$ cat src/hw/rtl/rms_pkg.sv
// Shared constants and types for the block RMS meter.
package rms_pkg;

  localparam int MAX_LEN_DEF = 1024;   // default block length limit
  localparam int SAMPLE_W    = 16;     // Q1.14 sample width
  localparam int SQ_W        = 31;     // square of a magnitude, at most 2^30
  localparam int MEAN_W      = 31;     // mean square, at most 2^30
  localparam int ROOT_W      = 16;     // root, at most 2^15
  localparam int RAD_W       = 2 * ROOT_W;
  localparam int SREM_W      = ROOT_W + 3;
  localparam int FIFO_DEPTH  = 4;
  localparam int FIFO_RESERVE = 3;     // two samples in flight plus the one being taken

  typedef enum logic [1:0] {
    BK_IDLE,
    BK_DIV,
    BK_SQRT,
    BK_OUT
  } bk_state_t;

endpackage

$ cat src/hw/rtl/rms_front.sv
// Front end: takes samples, squares them and accumulates per block.
module rms_front
  import rms_pkg::*;
#(
  parameter int MAX_LEN = MAX_LEN_DEF,
  parameter int CNT_W   = $clog2(MAX_LEN + 1),
  parameter int SUM_W   = 31 + $clog2(MAX_LEN)
) (
  input  logic                       clk,
  input  logic                       rst_n,
  input  logic                       in_valid,
  output logic                       in_ready,
  input  logic [SAMPLE_W-1:0]        in_sample,
  input  logic                       in_last,
  input  logic                       fifo_room,
  output logic                       push,
  output logic [SUM_W+CNT_W:0]       push_data   // {too_long, count, sum}
);

  logic                 take;
  logic [SAMPLE_W-1:0]  mag;
  logic                 counted;

  logic [CNT_W-1:0]     cnt_r, cnt_nxt, cnt_after;
  logic                 ovf_r, ovf_nxt, ovf_after;
  logic [SUM_W-1:0]     sum_r, sum_nxt, sum_new;

  // stage 1: magnitude
  logic                 s1_valid_r;
  logic [SAMPLE_W-1:0]  s1_mag_r;
  logic                 s1_counted_r, s1_last_r, s1_ovf_r;
  logic [CNT_W-1:0]     s1_cnt_r;

  // stage 2: square
  logic                 s2_valid_r;
  logic [SQ_W-1:0]      s2_sq_r;
  logic                 s2_counted_r, s2_last_r, s2_ovf_r;
  logic [CNT_W-1:0]     s2_cnt_r;

  assign in_ready = fifo_room;
  assign take     = in_valid & in_ready;

  assign mag       = in_sample[SAMPLE_W-1] ? SAMPLE_W'(~in_sample + 1'b1) : in_sample;
  assign counted   = (cnt_r != CNT_W'(MAX_LEN));
  assign cnt_after = counted ? CNT_W'(cnt_r + 1'b1) : cnt_r;
  assign ovf_after = ovf_r | ~counted;

  assign sum_new   = s2_counted_r ? SUM_W'(sum_r + SUM_W'(s2_sq_r)) : sum_r;
  assign push      = s2_valid_r & s2_last_r;
  assign push_data = {s2_ovf_r, s2_cnt_r, sum_new};

  always_comb begin
    cnt_nxt = cnt_r;
    ovf_nxt = ovf_r;
    sum_nxt = sum_r;
    if (take) begin
      cnt_nxt = in_last ? '0 : cnt_after;
      ovf_nxt = in_last ? 1'b0 : ovf_after;
    end
    if (s2_valid_r) begin
      sum_nxt = s2_last_r ? '0 : sum_new;
    end
  end

  always_ff @(posedge clk) begin
    if (!rst_n) begin
      cnt_r      <= '0;
      ovf_r      <= 1'b0;
      sum_r      <= '0;
      s1_valid_r <= 1'b0;
      s2_valid_r <= 1'b0;
    end else begin
      cnt_r      <= cnt_nxt;
      ovf_r      <= ovf_nxt;
      sum_r      <= sum_nxt;
      s1_valid_r <= take;
      s2_valid_r <= s1_valid_r;
    end
  end

  always_ff @(posedge clk) begin
    s1_mag_r     <= mag;
    s1_counted_r <= counted;
    s1_last_r    <= in_last;
    s1_cnt_r     <= cnt_after;
    s1_ovf_r     <= ovf_after;

    s2_sq_r      <= SQ_W'(s1_mag_r * s1_mag_r);
    s2_counted_r <= s1_counted_r;
    s2_last_r    <= s1_last_r;
    s2_cnt_r     <= s1_cnt_r;
    s2_ovf_r     <= s1_ovf_r;
  end

endmodule

$ cat src/hw/rtl/rms_fifo.sv
// Short queue of closed blocks between front and back end.
module rms_fifo
  import rms_pkg::*;
#(
  parameter int DATA_W  = 53,
  parameter int DEPTH   = FIFO_DEPTH,
  parameter int RESERVE = FIFO_RESERVE
) (
  input  logic              clk,
  input  logic              rst_n,
  input  logic              push,
  input  logic [DATA_W-1:0] push_data,
  input  logic              pop,
  output logic [DATA_W-1:0] pop_data,
  output logic              not_empty,
  output logic              room
);

  localparam int PTR_W = (DEPTH > 1) ? $clog2(DEPTH) : 1;
  localparam int LVL_W = $clog2(DEPTH + 1);

  logic [DATA_W-1:0] mem_r [DEPTH];
  logic [PTR_W-1:0]  wr_ptr_r, wr_ptr_nxt, rd_ptr_r, rd_ptr_nxt;
  logic [LVL_W-1:0]  level_r, level_nxt;

  assign pop_data  = mem_r[rd_ptr_r];
  assign not_empty = (level_r != '0);
  assign room      = (level_r <= LVL_W'(DEPTH - RESERVE));

  always_comb begin
    wr_ptr_nxt = wr_ptr_r;
    rd_ptr_nxt = rd_ptr_r;
    level_nxt  = level_r;
    if (push) begin
      wr_ptr_nxt = (wr_ptr_r == PTR_W'(DEPTH - 1)) ? '0 : PTR_W'(wr_ptr_r + 1'b1);
    end
    if (pop) begin
      rd_ptr_nxt = (rd_ptr_r == PTR_W'(DEPTH - 1)) ? '0 : PTR_W'(rd_ptr_r + 1'b1);
    end
    if (push && !pop) begin
      level_nxt = LVL_W'(level_r + 1'b1);
    end else if (pop && !push) begin
      level_nxt = LVL_W'(level_r - 1'b1);
    end
  end

  always_ff @(posedge clk) begin
    if (!rst_n) begin
      wr_ptr_r <= '0;
      rd_ptr_r <= '0;
      level_r  <= '0;
    end else begin
      wr_ptr_r <= wr_ptr_nxt;
      rd_ptr_r <= rd_ptr_nxt;
      level_r  <= level_nxt;
    end
  end

  always_ff @(posedge clk) begin
    if (push) begin
      mem_r[wr_ptr_r] <= push_data;
    end
  end

endmodule

$ cat src/hw/rtl/rms_back.sv
// Back end: serial divide of sum by count, then serial integer square root.
module rms_back
  import rms_pkg::*;
#(
  parameter int CNT_W = 11,
  parameter int SUM_W = 41
) (
  input  logic                  clk,
  input  logic                  rst_n,
  input  logic                  blk_valid,
  input  logic [SUM_W+CNT_W:0]  blk_data,   // {too_long, count, sum}
  output logic                  blk_pop,
  output logic                  out_valid,
  input  logic                  out_ready,
  output logic [ROOT_W-1:0]     out_rms,
  output logic                  out_too_long
);

  localparam int STEP_W = $clog2(SUM_W);

  bk_state_t          state_r, state_nxt;
  logic [STEP_W-1:0]  step_r, step_nxt;

  logic [SUM_W-1:0]   quo_r, quo_nxt;
  logic [CNT_W-1:0]   rem_r, rem_nxt;
  logic [CNT_W-1:0]   div_r, div_nxt;
  logic               ovf_r, ovf_nxt;

  logic [RAD_W-1:0]   rad_r, rad_nxt;
  logic [SREM_W-1:0]  srem_r, srem_nxt;
  logic [ROOT_W-1:0]  root_r, root_nxt;
  logic [ROOT_W-1:0]  rms_r, rms_nxt;

  logic [CNT_W:0]     dshift;
  logic               dge;
  logic [SREM_W-1:0]  sshift, strial;
  logic               sge;

  // one quotient bit per cycle
  assign dshift = {rem_r, quo_r[SUM_W-1]};
  assign dge    = (dshift >= {1'b0, div_r});

  // one root bit per cycle
  assign sshift = {srem_r[SREM_W-3:0], rad_r[RAD_W-1:RAD_W-2]};
  assign strial = SREM_W'({root_r, 2'b01});
  assign sge    = (sshift >= strial);

  assign out_valid    = (state_r == BK_OUT);
  assign out_rms      = rms_r;
  assign out_too_long = ovf_r;

  always_comb begin
    state_nxt = state_r;
    step_nxt  = step_r;
    quo_nxt   = quo_r;
    rem_nxt   = rem_r;
    div_nxt   = div_r;
    ovf_nxt   = ovf_r;
    rad_nxt   = rad_r;
    srem_nxt  = srem_r;
    root_nxt  = root_r;
    rms_nxt   = rms_r;
    blk_pop   = 1'b0;

    case (state_r)
      BK_IDLE: begin
        if (blk_valid) begin
          blk_pop   = 1'b1;
          quo_nxt   = blk_data[SUM_W-1:0];
          div_nxt   = blk_data[SUM_W+CNT_W-1:SUM_W];
          ovf_nxt   = blk_data[SUM_W+CNT_W];
          rem_nxt   = '0;
          step_nxt  = STEP_W'(SUM_W - 1);
          state_nxt = BK_DIV;
        end
      end
      BK_DIV: begin
        rem_nxt = dge ? CNT_W'(dshift - {1'b0, div_r}) : CNT_W'(dshift);
        quo_nxt = {quo_r[SUM_W-2:0], dge};
        step_nxt = STEP_W'(step_r - 1'b1);
        if (step_r == '0) begin
          // zero count gives a zero mean
          rad_nxt   = (div_r == '0) ? '0 : RAD_W'(quo_nxt[MEAN_W-1:0]);
          srem_nxt  = '0;
          root_nxt  = '0;
          step_nxt  = STEP_W'(ROOT_W - 1);
          state_nxt = BK_SQRT;
        end
      end
      BK_SQRT: begin
        srem_nxt = sge ? SREM_W'(sshift - strial) : sshift;
        root_nxt = {root_r[ROOT_W-2:0], sge};
        rad_nxt  = {rad_r[RAD_W-3:0], 2'b00};
        step_nxt = STEP_W'(step_r - 1'b1);
        if (step_r == '0) begin
          rms_nxt   = root_nxt;
          state_nxt = BK_OUT;
        end
      end
      BK_OUT: begin
        if (out_ready) begin
          state_nxt = BK_IDLE;
        end
      end
      default: begin
        state_nxt = BK_IDLE;
      end
    endcase
  end

  always_ff @(posedge clk) begin
    if (!rst_n) begin
      state_r <= BK_IDLE;
    end else begin
      state_r <= state_nxt;
    end
  end

  always_ff @(posedge clk) begin
    step_r <= step_nxt;
    quo_r  <= quo_nxt;
    rem_r  <= rem_nxt;
    div_r  <= div_nxt;
    ovf_r  <= ovf_nxt;
    rad_r  <= rad_nxt;
    srem_r <= srem_nxt;
    root_r <= root_nxt;
    rms_r  <= rms_nxt;
  end

endmodule

$ cat src/hw/rtl/block_rms_meter.sv
// Top level of the block RMS meter.
// Samples (signed Q1.14) are taken at one per clock while the block queue has
// room; tlast closes a block. Squares are accumulated in a front end with
// magnitude and square stages, and each closed block is queued (four entries)
// for the back end, which divides the sum of squares by the sample count one
// quotient bit a cycle and then takes the integer square root one bit a
// cycle. The back end takes a new block only after its last result has been
// accepted, so short blocks are paced by the back end through the queue.
// Samples beyond MAX_LEN in a block are dropped and flag the result as too
// long.
module block_rms_meter
  import rms_pkg::*;
#(
  parameter int MAX_LEN = MAX_LEN_DEF
) (
  input  logic                clk,
  input  logic                rst_n,
  input  logic                in_tvalid,
  output logic                in_tready,
  input  logic [SAMPLE_W-1:0] in_tdata,    // [15:0] sample
  input  logic                in_tlast,
  output logic                out_tvalid,
  input  logic                out_tready,
  output logic [ROOT_W-1:0]   out_tdata,   // [15:0] rms_value
  output logic                out_tuser    // [0] too_long
);

  localparam int CNT_W  = $clog2(MAX_LEN + 1);
  localparam int SUM_W  = 31 + $clog2(MAX_LEN);
  localparam int BLK_W  = SUM_W + CNT_W + 1;

  logic             fifo_room;
  logic             push, pop, not_empty;
  logic [BLK_W-1:0] push_data, pop_data;

  rms_front #(
    .MAX_LEN (MAX_LEN),
    .CNT_W   (CNT_W),
    .SUM_W   (SUM_W)
  ) u_front (
    .clk       (clk),
    .rst_n     (rst_n),
    .in_valid  (in_tvalid),
    .in_ready  (in_tready),
    .in_sample (in_tdata),
    .in_last   (in_tlast),
    .fifo_room (fifo_room),
    .push      (push),
    .push_data (push_data)
  );

  rms_fifo #(
    .DATA_W  (BLK_W),
    .DEPTH   (FIFO_DEPTH),
    .RESERVE (FIFO_RESERVE)
  ) u_fifo (
    .clk       (clk),
    .rst_n     (rst_n),
    .push      (push),
    .push_data (push_data),
    .pop       (pop),
    .pop_data  (pop_data),
    .not_empty (not_empty),
    .room      (fifo_room)
  );

  rms_back #(
    .CNT_W (CNT_W),
    .SUM_W (SUM_W)
  ) u_back (
    .clk          (clk),
    .rst_n        (rst_n),
    .blk_valid    (not_empty),
    .blk_data     (pop_data),
    .blk_pop      (pop),
    .out_valid    (out_tvalid),
    .out_ready    (out_tready),
    .out_rms      (out_tdata),
    .out_too_long (out_tuser)
  );

endmodule
$ cat config.mk
export PLATFORM = sky130hd
export DESIGN_NAME = block_rms_meter
export DESIGN_NICKNAME = d
export VERILOG_FILES = /design/src/hw/rtl/rms_pkg.sv /design/src/hw/rtl/rms_front.sv /design/src/hw/rtl/rms_fifo.sv /design/src/hw/rtl/rms_back.sv /design/src/hw/rtl/block_rms_meter.sv
export SDC_FILE = /design/constraint.sdc
export NUM_CORES = 1
export LEC_CHECK = 0
export ABC_AREA = 1
export BUFFER_PORTS_ARGS = -buffer_cell sky130_fd_sc_hd__buf_2
export CAP_MARGIN = 40
export CORE_ASPECT_RATIO = 1.75
export CORE_MARGIN = 8
export CORE_UTILIZATION = 55
export CTS_CLUSTER_DIAMETER = 50
export CTS_CLUSTER_SIZE = 16
export DETAILED_ROUTE_END_ITERATION = 6
export PLACE_DENSITY = 0.71
export SLEW_MARGIN = 30
export SYNTH_ARGS = -nofsm -noshare
export SYNTH_HDL_FRONTEND = slang
export SYNTH_SLANG_ARGS = --single-unit
$ cat constraint.sdc
create_clock -name clk -period 7.1 [get_ports clk]
set_clock_uncertainty 0.2 [all_clocks]
set_input_delay 0.71 -clock clk [delete_from_list [all_inputs] [get_ports clk]]
set_output_delay 0.71 -clock clk [all_outputs]
set_load 0.02 [all_outputs]
; ---- Word-level counts from Yosys, hierarchy flattened
; Memories as Yosys holds them, arrays and structs flattened. A register that Yosys moved wholly into a read port is not among the register bits.
; Cells that the tools add are included.
[word_totals]
in_bits = 21
mem_count = 1
word_cells = 114
ramBits = 212
out_inout_bits = 19
reg_bits = 290
[memory_table]
columns = name, words, width, read_ports, rd_ports_with_merged_regs, wr, line
row1 = u_fifo.mem_r, 4, 53, 1, 1, 1, rms_fifo.sv:22  ; logic [DATA_W-1:0] mem_r [DEPTH];
[classes]
n_bitwise = 5
magnitude_cmp = 3
addsub = 10
muxes = 37
reduce_logical = 18
mul = 1
n_eq_ne = 10
[op_table]
columns = cell, n
row1 = $mux 41, 3
row2 = $pmux 41 s2, 1
row3 = $pmux 32 s2, 1
row4 = $mux 11, 4
row5 = $add 41x31->41, 1
row6 = $mux 17, 2
row7 = $pmux 17 s2, 1
row8 = $mux 32, 1
row9 = $pmux 16 s2, 1
row10 = $mul 16x16->31, 1
row11 = $mux 31, 1
row12 = $pmux 11 s2, 1
row13 = $ge 19x18->1, 1
row14 = $pmux 6 s3, 1
row15 = $sub 17x17->17, 1
row16 = $add 16x1->16 const B, 1
row17 = $mux 16, 1
row18 = $mux 2, 8
row19 = $not 16->16, 1
row20 = $mux 15, 1
row21 = $ge 12x11->1, 1
row22 = $mux 6, 2
row23 = $add 11x1->11 const B, 1
row24 = $logic_not 11->1, 1
row25 = 25 further kinds, 46

; ---- Logic depth before layout (Yosys ltp)
; Gate-level depths: netlist of run 1.
[depth]
word_depth = 6
mapped_depth = 28
mapped_depth_nobuf = 27

; ---- By module
; A second synthesis of run 1 with hierarchy kept.
[unflattened]
cells_unflattened = 3514
area_unflattened_um2 = 31396.4
[modules_own_cells]
columns = module, cells_per_inst, seq_area_each_um2, instances, area_per_inst_um2
row1 = rms_front, 1996, 2582.5, 1, 14586.5
row2 = rms_fifo, 582, 6546.3, 1, 8550.7
row3 = rms_back, 936, 4574.4, 1, 8259.2

; ---- Least setup slack after synthesis of run 1
; OpenSTA, ideal clock, no wires.
[synth_path]
path_kind = register to register
start = reg u_back.state_r[0]
end = reg u_back.rad_r[0], enable pin
n_path_buf = 1
slack_ns = 0.782
required_ns = 6.322
stages_incl_launch_ff = 6
t_arrival_ns = 5.540
setup_time_ns = 0.578
cell_sequence = dfxtp_1 > inv_1 > ha_1 > clkbuf_1 > inv_1 > o21ai_0
[synth_between]
elab_chain_len = 3
[synth_lines]
columns = item, line
row1 = from (decl), rms_back.sv:21  ; bk_state_t state_r, state_nxt;
row2 = from (signal assigned), rms_back.sv:115  ; state_r <= state_nxt;
row3 = $eq 2x1->1 or $eq 2x2->1 (tied branches), rms_back.sv:65  ; case (state_r)
row4 = $ne 2x1->1 (no line) or $reduce_bool 2->1 (tied branches), n/a
row5 = $reduce_and 2->1 (no line) (*), n/a
row6 = to (signal assigned), rms_back.sv:125  ; rad_r <= rad_nxt;
row7 = to (decl), rms_back.sv:29  ; logic [RAD_W-1:0] rad_r, rad_nxt;
; Mark *: on every way between the ends. The rest lies on a longest branch, timed or not.
; A chain may end at the register's enable or synchronous reset.

; ---- Final worst setup path of run 1
[layout_path]
start = reg u_front.s1_mag_r[6]
end = reg u_front.s2_sq_r[26]
[layout_between]
elab_chain_len = 1
[layout_lines]
columns = item, line
row1 = from (decl), rms_front.sv:30  ; logic [SAMPLE_W-1:0] s1_mag_r;
row2 = from (signal assigned), rms_front.sv:82  ; s1_mag_r <= mag;
row3 = $mul 16x16->31, rms_front.sv:88  ; s2_sq_r <= SQ_W'(s1_mag_r * s1_mag_r);
row4 = to (signal assigned), rms_front.sv:88
row5 = to (decl), rms_front.sv:36  ; logic [SQ_W-1:0] s2_sq_r;
; No other way between the ends.

==> metrics.yaml, run 1 <==
grt_first_pass_wirelength_um: 115700
yosysSeqAreaShare_pct: 44.89
num_rows: 114
synth.avg_cell_area_um2: 9.044
port_buffers: 39
ios: 40
core-area_um2: 55060
ys_ff_latch: 503
ctsHoldBuffers: 0
yosysTopAreaCell: "edfxtp_1"
synthMostInstantiatedCell: "nand2_1"
netlist_area_um2: 30520
avgRoutedWirePerCell_um: 17.37
drive_gt1_share_pct: 5.843
synth_common_cells: "nand2_1, inv_1, edfxtp_1"
overflow: 0
die_w_um: 194.1
status: "completed"
fin_crit_sh_pct: 90.69
drc: 0
hpwlAfterDp_um: 53620
viasPerCell: 5.424
routed_wl_um: 71240
grt_antenna_before_repair: 0
max_slew_margin_pct: 44.99
cts_tree: "built"
synth_edf_count: 363
vias: 22251
regArea_um2: 13700
synthDistinctLibCells: 53
htreeDepth: 2
synth_top_area_share_pct: 35.71
ant_nets: 0
r2r_setup_slack_ns: 0.66
fin_setup_tns_ns: 0
max_cap_violations: 0
required_ns: 7.40
yosysWarnings: 0
path_max_fanout: 16
multi_input_area_um2: 14230
end_kind: "register"
die_h_um: 327.6
syn-num-nets: 3738
finalHoldViolations: 0
grt_max_degree: 83
cts_sinks: 503
drv_slew: 0
start_kind: "register"
worstMarginPinSlew_ns: 0.8252
max_clock_freq_mhz: 155.3
grt_pass1_vias: 23279
fill_cells: 4765
setup_violations: 0
clockRootBuffer: "clkbuf_16"
drt_pass1_iterations: 6
async_flop_share_pct: 0
cp_data_arrival_time_ns: 6.74
die_area_um2: 63590
clk_latency_ns: 0.57
synth_cells: 3375
fin_crit_ns: 6.439
antenna_cells: 0
critPathKind: "reg -> reg"
synth.area.top_cells: "edfxtp_1, fa_1, dfxtp_1, nand2_1, ha_1"
cts.clk_slew.worst_paths_ns: 0.07
initial_core_util_pct: 55.44
drt_iter0_markers: 1098
cts.repair.resized: 0
hold_path.class: "in -> reg"
cts_setup_buffers: 0
cts_buffer_depth: 3
cts_made_buffers: 42
gp_congestion: 0.9612
syn2layout_area_growth_pct: 7.723
fin_nets: 3737
synth-main-ff-cell: "edfxtp_1"
grt_setup_unrepaired: "false"
grt_use_total_pct: 22.44
cell usage in the layout, fill, tap and decap left out, types with 17 or more instances in the layout:
master and instances:
xnor2_1 42, ha_1 177, buf_4 21, nor2_1 288
buf_2 39, clkbuf_16 45, edfxtp_1 363, o22ai_1 43
xor2_1 51, nand2_1 730, nand3_1 90, inv_1 581
nand4_1 17, o21ai_0 227, a21oi_1 159, or2_2 18
fa_1 164, nor3_1 17, dfxtp_1 139, clkbuf_1 20
sequential cells by signal, summed over array words and instances, names as in the netlist, 2 cells and up, named ones only:
name,count
u_fifo.rd_ptr_r,2
u_back.srem_r,17
u_front.s1_cnt_r,11
u_back.state_r,2
u_back.div_r,11
u_front.cnt_r,11
u_front.s2_cnt_r,11
u_fifo.mem_r,212
u_front.s2_sq_r,30
u_back.out_rms,16
u_back.quo_r,41
u_front.sum_r,41
u_back.step_r,6
u_fifo.wr_ptr_r,2
u_front.s1_mag_r,16
u_back.rem_r,11
u_fifo.level_r,3
u_back.rad_r,32
u_back.root_r,16
area by class of cell:
class,instances,share of cell area (%)
Multi-Input combinational cell,2173,43.28
Sequential cell,503,41.68
Inverter,586,6.697
Clock buffer,65,3.653
Tap cell,696,2.649
Timing Repair Buffer,68,1.575
Clock inverter,11,0.4681
per-layer routing:
layer / up-vias / track usage [%] / wire length (um)
met5: - / 0 / 0
met1: 10773 / 22.23 / 25470
li1: 10844 / - / -
met4: 0 / 10.66 / 3466
met2: 458 / 45.82 / 40370
met3: 176 / 1.906 / 1931
worst max-delay path, cell delays in order (launching register included):
cell	delay, ns
dfxtp_1	0.81
nand2_1	0.24
fa_1	0.58
inv_1	0.05
fa_1	0.46
fa_1	0.52
fa_1	0.52
fa_1	0.55
inv_1	0.05
fa_1	0.53
inv_1	0.04
ha_1	0.39
nand2_1	0.19
o21ai_0	0.56
a21oi_1	0.19
o21ai_1	0.18
nand2_1	0.09
nand2_1	0.09
xor2_1	0.13
stage by stage:
step | hold WS [ns] | std cells | util, % | cell area (um2) | setup WS [ns]
6_report | 0.05560 | 4102 | 59.72 | 32880 | 0.6608
5_1_grt | 0.04961 | 4102 | 59.72 | 32880 | 0.4315
4_1_cts | 0.03576 | 4095 | 59.45 | 32730 | 0.7595
3_5_place_dp | 0.1121 | 4019 | 56.99 | 31380 | 0.7555
3_3_place_gp | 0.1118 | 4018 | 56.95 | 31360 | 0.7806
2_1_floorplan | 0.1096 | 3375 | - | 30520 | 0.7818
worst paths after layout:
| check | startpoint | to | cells past startpoint |
|---|---|---|---|
| setup / recovery | u_front.s1_mag_r[6] | u_front.s2_sq_r[26] | 18 |
| hold reg to reg | u_front.s1_cnt_r[8] | u_front.s2_cnt_r[8] | 0 |
| hold / removal | in_tlast | u_front.s1_last_r | 1 |
| setup reg to reg | u_front.s1_mag_r[6] | u_front.s2_sq_r[26] | 18 |
logic make-up after synthesis:
family,count (synthesis),synth area share (%)
buf+inv,699,8.699
mux,2,0.07378
fa+ha+maj,342,18.05
flops,503,44.89
simple gates,1225,16.43
xor+xnor,93,2.669
compound gates,511,9.178
Power of run 1 is not shown: default switching activity piles up to over one toggle a cycle in this logic, so the estimate is an artifact.
==> run 2, diff against run 1 <==
- CORE_MARGIN: 8 -> 2
- CORE_UTILIZATION: 55 -> 50
- HOLD_SLACK_MARGIN: unset -> 0.12
- PLACE_DENSITY: 0.71 -> 0.66
==> metrics.yaml, run 2 (same netlist as run 1, synthesis figures left out) <==
cts.repair.resized: 0  # unchanged
reg_top3: "u_fifo.mem_r x212, u_back.quo_r x41, u_front.sum_r x41"
drv_slew: 0  # unchanged
max_clock_freq_mhz: 158.1  # +1.8%
drt-met1-wl_um: 24890  # -2.3%
final_common_cell: "nand2_1"
cts.clk_slew.worst_paths_ns: 0.07  # about the same
cpPeakStageDelay_ns: 0.81  # about the same
wl_met3_um: 1936  # +0.26%
grt_use_total_pct: 22.60  # +0.16 points
htreeDepth: 2  # unchanged
viasPerCell: 5.168  # -4.7%
max_cap_violations: 0  # unchanged
die_h_um: 330.9  # +0.98%
final_area_um2: 33070  # +0.59%
fin_setup_tns_ns: 0  # unchanged
cp_data_arrival_time_ns: 6.59  # -0.15 ns
avgRoutedWirePerCell_um: 16.48  # -5.1%
layout_common_cells: "nand2_1, inv_1, edfxtp_1, nor2_1, o21ai_0"
setup_violations: 0  # unchanged
gp_congestion: 0.9623  # +0.11%
port_buffers: 39  # unchanged
initial_core_util_pct: 50.62  # -4.8 points
highest_layer: "met4"
grt_max_degree: 83  # unchanged
grt_first_pass_wirelength_um: 111900  # -3.3%
cts_made_buffers: 42  # unchanged
routed_wl_um: 69240  # -2.8%
cts_tree: "built"
drt_iter0_markers: 919  # -16%
clk_latency_ns: 0.59  # +0.02 ns
ant_nets: 0  # unchanged
start_kind: "register"
vias: 21712  # -2.4%
cts_sinks: 503  # unchanged
clockRootBuffer: "clkbuf_16"
r2r_setup_slack_ns: 0.78  # +0.11 ns
core-area_um2: 60300  # +9.5%
drt_pass1_iterations: 5  # -1
multi_input_area_um2: 14230  # unchanged
fin_nets: 3745  # +0.21%
end_kind: "register"
cp_common_cell: "fa_1"
grt_setup_unrepaired: "false"
finalHoldViolations: 0  # unchanged
max_slew_margin_pct: 43.95  # -1.0 points
cts_buffer_depth: 3  # unchanged
fin_crit_sh_pct: 89.08  # -1.6 points
num_rows: 119  # +4.4%
ios: 40  # unchanged
overflow: 0  # unchanged
regArea_um2: 13710  # about the same
worstMarginPinSlew_ns: 0.8407  # +0.01551 ns
grt_antenna_before_repair: 0  # unchanged
r2r_cells: 18  # unchanged
critPathKind: "reg -> reg"
die_area_um2: 63120  # -0.74%
place_area_um2: 31530  # +0.49%
fin_util_pct: 54.85  # -4.9 points
largest_reg_flops: 212  # unchanged
fill_cells: 5443  # +14%
cp_slowest_cell: "dfxtp_1"
hold_depth: 0  # -1
required_ns: 7.36  # -0.04 ns
setup_slack_ns: 0.7751  # +0.1143 ns
pre_cts_slack_ns: 0.8092  # +0.05364 ns
die_w_um: 190.8  # -1.7%
hold_path.class: "reg -> reg"
regMostFlops: "u_fifo.mem_r"
drive_gt1_share_pct: 5.886  # +0.043 points
wl_met2_um: 38990  # -3.4%
status: "completed"
hpwlAfterDp_um: 51510  # -3.9%
fin_crit_ns: 6.325  # -0.1143 ns
drc: 0  # unchanged
path_max_fanout: 16  # unchanged
syn2layout_area_growth_pct: 8.358
antenna_cells: 0  # unchanged
grt_pass1_vias: 22427  # -3.7%
crit_path_cell_trace: "nand2_1 -> fa_1 -> inv_1 -> fa_1 -> fa_1 -> fa_1 -> fa_1 -> inv_1 -> fa_1 -> inv_1 -> ha_1 -> a21oi_1 -> o21ai_0 -> a21oi_1 -> inv_1 -> a21oi_1 -> o21ai_0 -> xnor2_1"
## run 2: metrics by stage
step,instances,hold slack (ns)
3_3_place_gp,4107,0.1101
4_1_cts,4196,0.1231
5_1_grt,4201,0.1347
2_1_floorplan,3375,0.1096
6_report,4201,0.1217
3_5_place_dp,4110,0.1121
## run 2: final cells by class
cell class                      count  share of cell area [%]
Sequential cell                   503                   41.45
Clock buffer                       63                   3.480
Inverter                          586                   6.651
Timing Repair Buffer               76                   1.839
Multi-Input combinational cell   2173                   43.02
Tap cell                          786                   2.973
Clock inverter                     14                  0.5826
## run 2: repair_timing
action | 4_1_cts | 5_1_grt
hold buffers | 9 | 0
hold endpoints to repair | 9 | 0
endpoints found under the setup margin | 0 | 0
buffers inserted | 0 | 0
## run 2: layer usage
metal  vias up  global-route usage, %
met5         -                      0
met4         0                  11.19
met3       166                  2.289
met2       353                  45.83
met1     10354                  22.18
li1      10839                      -
## run 2: worst paths after layout
| kind | to | from |
|---|---|---|
| worst min register to register | u_front.s2_last_r | u_front.s1_last_r |
| worst max register to register | u_front.s2_sq_r[30] | u_front.s1_mag_r[6] |
| worst max-delay path | u_front.s2_sq_r[30] | u_front.s1_mag_r[6] |
| worst min-delay path | u_front.s2_last_r | u_front.s1_last_r |
## run 2: worst max-delay path, delay by kind of cell (launching register included)
kind | cells | cell delay [ns]
DFF | 1 | 0.81
and+or+nand+nor | 1 | 0.26
xor gates and xnor gates | 1 | 0.15
adders and majority gates | 7 | 3.53
AOI/OAI and AO/OA | 5 | 1.04
buffers and inverters | 4 | 0.20
Power of run 2 is left out for the same reason.
